`src/rtl/gjk_pkg.sv`:
```
// ----------------------------------------------------------------------------
// gjk_pkg
// Shared types and constants of the GJK simplex step unit: vector type,
// vector-unit operation codes and the request/response bundles.
// ----------------------------------------------------------------------------
`default_nettype none

package gjk_pkg;

  // Coordinate width seen on the point inputs; at most 32 bits are used.
  localparam int COORD_WIDTH = 32;
  localparam int PT_BITS     = (COORD_WIDTH < 32) ? COORD_WIDTH : 32;

  localparam logic       CMD_START = 1'b0;
  localparam logic       CMD_NEXT  = 1'b1;
  localparam logic       REG_ITER_LIMIT = 1'b0;
  localparam logic [7:0] ITER_LIMIT_RESET = 8'd64;

  typedef struct packed {
    logic signed [31:0] x;
    logic signed [31:0] y;
    logic signed [31:0] z;
  } vec_t;

  typedef enum logic [2:0] {
    VOP_SUB,
    VOP_NEG,
    VOP_CROSS,
    VOP_DOT,
    VOP_RENORM
  } vop_e;

  typedef struct packed {
    logic start;
    vop_e op;
    vec_t a;
    vec_t b;
  } vu_req_t;

  typedef struct packed {
    logic done;
    vec_t r;
    logic pos;
    logic neg;
  } vu_resp_t;

endpackage

`default_nettype wire

```
`src/rtl/gjk_vec_unit.sv`:
```
// ----------------------------------------------------------------------------
// gjk_vec_unit
// Shared vector engine: subtract, negate and renormalize, and cross and dot
// products on one multiplier; non-dot results renormalize one bit per cycle.
// ----------------------------------------------------------------------------
`default_nettype none

module gjk_vec_unit
  import gjk_pkg::*;
(
  input  wire      clk_i,
  input  wire      rst_ni,
  input  vu_req_t  req_i,
  output vu_resp_t resp_o
);

  typedef enum logic [1:0] {
    U_IDLE,
    U_MUL,
    U_SHIFT,
    U_DONE
  } ust_e;

  ust_e ust_q, ust_d;
  vop_e op_q, op_d;
  logic [2:0] cnt_q, cnt_d;
  logic signed [63:0] prod_q, prod_d;
  logic signed [63:0] r0_q, r0_d, r1_q, r1_d, r2_q, r2_d;

  logic signed [31:0] ma, mb;
  logic [2:0] nterms, term;
  logic [1:0] tgt;
  logic       sub;
  logic       all_fit;

  function automatic logic fits(input logic signed [63:0] v);
    fits = (v[63:30] == '0) || (v[63:30] == '1);
  endfunction

  function automatic logic signed [63:0] ext(input logic signed [31:0] v);
    ext = {{32{v[31]}}, v};
  endfunction

  assign all_fit = fits(r0_q) && fits(r1_q) && fits(r2_q);
  assign nterms  = (op_q == VOP_CROSS) ? 3'd6 : 3'd3;
  assign term    = cnt_q - 3'd1;

  always_comb begin
    ma = req_i.a.x;
    mb = req_i.b.x;
    if (op_q == VOP_CROSS) begin
      case (cnt_q)
        3'd0: begin ma = req_i.a.y; mb = req_i.b.z; end
        3'd1: begin ma = req_i.a.z; mb = req_i.b.y; end
        3'd2: begin ma = req_i.a.z; mb = req_i.b.x; end
        3'd3: begin ma = req_i.a.x; mb = req_i.b.z; end
        3'd4: begin ma = req_i.a.x; mb = req_i.b.y; end
        default: begin ma = req_i.a.y; mb = req_i.b.x; end
      endcase
    end else begin
      case (cnt_q)
        3'd0:    begin ma = req_i.a.x; mb = req_i.b.x; end
        3'd1:    begin ma = req_i.a.y; mb = req_i.b.y; end
        default: begin ma = req_i.a.z; mb = req_i.b.z; end
      endcase
    end
  end

  always_comb begin
    if (op_q == VOP_CROSS) begin
      tgt = term[2:1];
      sub = term[0];
    end else begin
      tgt = 2'd0;
      sub = 1'b0;
    end
  end

  always_comb begin
    ust_d  = ust_q;
    op_d   = op_q;
    cnt_d  = cnt_q;
    prod_d = prod_q;
    r0_d   = r0_q;
    r1_d   = r1_q;
    r2_d   = r2_q;
    unique case (ust_q)
      U_IDLE: begin
        if (req_i.start) begin
          op_d  = req_i.op;
          cnt_d = 3'd0;
          unique case (req_i.op)
            VOP_SUB: begin
              r0_d  = ext(req_i.a.x) - ext(req_i.b.x);
              r1_d  = ext(req_i.a.y) - ext(req_i.b.y);
              r2_d  = ext(req_i.a.z) - ext(req_i.b.z);
              ust_d = U_SHIFT;
            end
            VOP_NEG: begin
              r0_d  = 64'sd0 - ext(req_i.a.x);
              r1_d  = 64'sd0 - ext(req_i.a.y);
              r2_d  = 64'sd0 - ext(req_i.a.z);
              ust_d = U_SHIFT;
            end
            VOP_RENORM: begin
              r0_d  = ext(req_i.a.x);
              r1_d  = ext(req_i.a.y);
              r2_d  = ext(req_i.a.z);
              ust_d = U_SHIFT;
            end
            default: begin
              r0_d  = '0;
              r1_d  = '0;
              r2_d  = '0;
              ust_d = U_MUL;
            end
          endcase
        end
      end
      U_MUL: begin
        // issue product cnt, fold in product cnt-1
        if (cnt_q < nterms) begin
          prod_d = ma * mb;
        end
        if (cnt_q != 3'd0) begin
          case (tgt)
            2'd0:    r0_d = sub ? r0_q - prod_q : r0_q + prod_q;
            2'd1:    r1_d = sub ? r1_q - prod_q : r1_q + prod_q;
            default: r2_d = sub ? r2_q - prod_q : r2_q + prod_q;
          endcase
        end
        cnt_d = cnt_q + 3'd1;
        if (cnt_q == nterms) begin
          ust_d = (op_q == VOP_DOT) ? U_DONE : U_SHIFT;
        end
      end
      U_SHIFT: begin
        if (all_fit) begin
          ust_d = U_DONE;
        end else begin
          r0_d = r0_q >>> 1;
          r1_d = r1_q >>> 1;
          r2_d = r2_q >>> 1;
        end
      end
      U_DONE: begin
        ust_d = U_IDLE;
      end
      default: ust_d = U_IDLE;
    endcase
  end

  always_ff @(posedge clk_i or negedge rst_ni) begin
    if (!rst_ni) begin
      ust_q <= U_IDLE;
      op_q  <= VOP_SUB;
      cnt_q <= 3'd0;
    end else begin
      ust_q <= ust_d;
      op_q  <= op_d;
      cnt_q <= cnt_d;
    end
  end

  always_ff @(posedge clk_i) begin
    prod_q <= prod_d;
    r0_q   <= r0_d;
    r1_q   <= r1_d;
    r2_q   <= r2_d;
  end

  assign resp_o.done = (ust_q == U_DONE);
  assign resp_o.r.x  = r0_q[31:0];
  assign resp_o.r.y  = r1_q[31:0];
  assign resp_o.r.z  = r2_q[31:0];
  assign resp_o.pos  = (r0_q > 64'sd0);
  assign resp_o.neg  = r0_q[63];

endmodule

`default_nettype wire

```
`config.mk`:
```
export PLATFORM = sky130hd
export DESIGN_NAME = gjk_vec_unit
export DESIGN_NICKNAME = d
export VERILOG_FILES = /design/src/rtl/gjk_pkg.sv /design/src/rtl/gjk_vec_unit.sv
export SDC_FILE = /design/constraint.sdc
export NUM_CORES = 2
export LEC_CHECK = 0
export BUFFER_PORTS_ARGS = -buffer_cell sky130_fd_sc_hd__buf_2
export CORE_ASPECT_RATIO = 0.6
export CORE_MARGIN = 3
export CORE_UTILIZATION = 35
export DETAILED_ROUTE_END_ITERATION = 6
export SETUP_SLACK_MARGIN = 0.15
export SYNTH_ARGS = -nofsm -noshare
export SYNTH_HDL_FRONTEND = slang
export SYNTH_SLANG_ARGS = --single-unit
```
`constraint.sdc`:
```
create_clock -name clk_i -period 11.3 [get_ports clk_i]
set_input_delay 1.695 -clock clk_i [delete_from_list [all_inputs] [get_ports clk_i]]
set_output_delay 1.695 -clock clk_i [all_outputs]
set_load 0.005 [all_outputs]
```
==> results by group <==
Yosys
  – Post-synth ARST share: 3.03%
  – Area of the mapped netlist: between 0.07 and 0.08 mm2
  – Synthesized area per cell: 8.33 um2
  – Cells after Synth: 8484
  – Syn Nets: 10300
  – Post-synth EDFFs: ~260
  – Post-synth top area share: 30.8%
  – Number of distinct library cells after synthesis: 91
  – Area leader, netlist: fa_1
  – Ys flop type: edfxtp_1
  – Yosys warns: 0
  – Ranking of synthesized cells by area: fa_1 31%, edfxtp_1 11%, ha_1 8.6%, inv_1 6.3%, nand2_1 4.9%
  – Post-synthesis sequential area ratio: 11.2%
  – Synth Register Bits: 264

Finish
  – Layout cells sized above 1: 8.74%
  – Sequential Area: 0.00789 mm2
  – NumNets Final: 10300
  – Commonest non-fill, non-tap cell in the layout: inv_1
  – Layout fillers: approximately 20000
  – Layout area overhead: 8.15%
  – Cell Count, Final, Fillers Out: 11200
  – Leading cell types in the layout, fill and taps excluded: 1193 x inv_1, 1088 x fa_1, 931 x nand2_1
  – Multi-input gate area: 0.0564 mm2
  – Utilization after layout: about two fifths

Global route
  – Total gr overflow: 0
  – Gr usage total: about a third
  – Initial antenna violation count: 75
  – Largest net degree at the start of global routing: 91
  – Busiest layer in global routing: met1
  – Vias in the first global route: around 65000
  – Met2 Usage GRT: 41.1%
  – Met3 Use GR: 12.5%
  – First-pass GRT wire length: 478 mm
  – Met1 Usage GRT: 46.6%

Critical path
  – Worst EP arrival: between 10 and 15 ns
  – Critical path class: reg2reg
  – Worst-path maximum fanout: 64
  – Crit-path max cell delay: just over 0.7 ns
  – Worst Setup SP: cnt_q[0]
  – Kind of end point of the critical path: flip-flop
  – Crit path launch type: flip-flop
  – Crit path top cell by count: fa_1
  – Worst EP required: roughly 12 ns
  – Reg-to-reg critical path startpoint: cnt_q[0]
  – Slowest cell on crit path: fa_1

STA
  – Final total negative setup slack: 0 ns
  – RSZ-0062 raised after global routing: false
  – Worst slew margin relative to its limit: -2.23%
  – Actual slew at the worst max-slew pin: around 1.5 ns
  – Fin. max-slew vios: 4
  – Clk_skew: 0.0187 ns
  – Min Tclk post-route: 11.01 ns
  – Final hold vios: 0
  – Fmax: 90.8 MHz
  – Final setup fails: 0
  – Tcrit/Tclk final: 97.4%

Status
  – Run status: finished with violations
  – Failing checks: design-rule violations, max-capacitance violations, max-slew violations

Place
  – Detailed Place HPWL: 280 mm
  – Routability cong.: 1.09
  – Port bufs: 296
  – Placed insts: 11100

Routing
  – Vias: 68100
  – Drt drc: 7
  – DRT iter0 DRCs: 9348
  – WL final: roughly 340 mm
  – First-pass detailed-route iteration total: 7
  – Post-route antenna net violation count: 0
  – Routed WL per cell: 30.1 um
  – Via density: slightly above 6

Min path
  – Hold path start: op_q[1]
  – Hold Path Class: reg2reg

Die
  – Initial core utilization: 35.3%
  – Chip width: 586 um
  – Row count: 127
  – Num ports: 297
  – Full die area: ~0.21 mm2
  – CORE AREA: 0.200 mm2
  – Die Y: 354 um

Clock network
  – CTS tree: built
  – Clock latency on the worst-skew pair: 0.66 ns
  – CTS clk-pin slew, worst paths: 0.07 ns
  – Inserted Clock Buffers: 30
  – H-tree Lvls: 1
  – CTS sink count: 264
  – CTS root buffer: clkbuf_16
  – Hold_buf cts: 0
  – Clock Path Buffers: 3

Job
  – Max_cap viols: 1
-- timing repair --
action,4_1_cts,5_1_grt
resized for setup,0,12
setup endpoints to repair,0,11
buffers inserted,0,3
-- critical path, delay by kind of cell (launching register included) --
family	cells	cell delay, ns
flops	1	0.48
buf+inv	7	1.84
xor+xnor	1	0.14
fa+ha+maj	10	5.00
simple gates	3	0.74
compound gates	9	2.50
-- routing by layer --
metal	wire, um	up-vias	part of all wire (%)
met5	267	-	0.079
met4	13700	36	4.1
met3	49900	612	15
met2	128000	4555	38
met1	146000	34200	43
li1	-	28700	-
-- cell type report --
| class | instances | share of cell area (%) |
|---|---|---|
| multi-input cells | 6497 | 73.8 |
| flip-flops and latches | 264 | 10.3 |
| inverters | 1195 | 5.87 |
| well taps | 2644 | 4.33 |
| repair buffers | 520 | 4.27 |
| clock buffers | 33 | 1.02 |
| clock inverters | 22 | 0.296 |
| diodes | 38 | 0.124 |
-- worst paths after layout --
| path | depth (start not counted) | endpoint | slack (ns) |
|---|---|---|---|
| worst min register to register | 1 | op_q[1] | 0.53 |
| worst max-delay path | 30 | prod_q[63] | 0.29 |
| worst min-delay path | 1 | op_q[1] | 0.53 |
| max in group asynchronous | 1 | op_q[1] | 10.08 |
| worst max register to register | 30 | prod_q[63] | 0.29 |
| min in group asynchronous | 1 | op_q[0] | 0.94 |
-- stage by stage --
stage | hold WS [ns] | instance area [um2] | setup WS [ns]
2_1_floorplan | 0.487 | 70700 | 1.53
3_3_place_gp | 0.501 | 75300 | 0.425
3_5_place_dp | 0.508 | 75300 | 0.435
4_1_cts | 0.521 | 76300 | 0.395
5_1_grt | 0.538 | 76400 | 0.165
6_report | 0.527 | 76500 | 0.291
-- sequential cells by signal, summed over array words and instances (netlist names) --
signal	flops
r0_q	64
cnt_q	3
prod_q	64
r1_q	64
op_q	3
r2_q	64
ust_q	2
-- cell usage after synthesis, types with 58 or more instances --
library cell / n
inv_1: 1194
fa_1: 1088
nand2_1: 932
nor2_1: 827
ha_1: 487
a21oi_1: 453
o21ai_0: 388
clkbuf_1: 385
edfxtp_1: 256
xnor2_1: 234
a21o_1: 196
a22oi_1: 137
xor2_1: 128
a211oi_1: 120
a31oi_1: 115
nor3_1: 110
nand3_1: 102
buf_4: 97
nand4_1: 85
nor4_1: 74
nand2b_1: 65
o211ai_1: 65
and2_1: 61
o21bai_1: 58
-- cells by family after synthesis --
group                    share of synthesized area, %
AO/OA/AOI/OAI                                    18.6
XOR/XNOR                                         4.53
adder cells (fa/ha/maj)                          39.4
buffers and inverters                            9.69
flip-flops                                       11.2
multiplexers                                    0.421
AND/OR/NAND/NOR                                  16.2
Power is left out: the tool's default activity adds up to more than one toggle a clock period on the data nets, which glitch-free logic cannot reach.
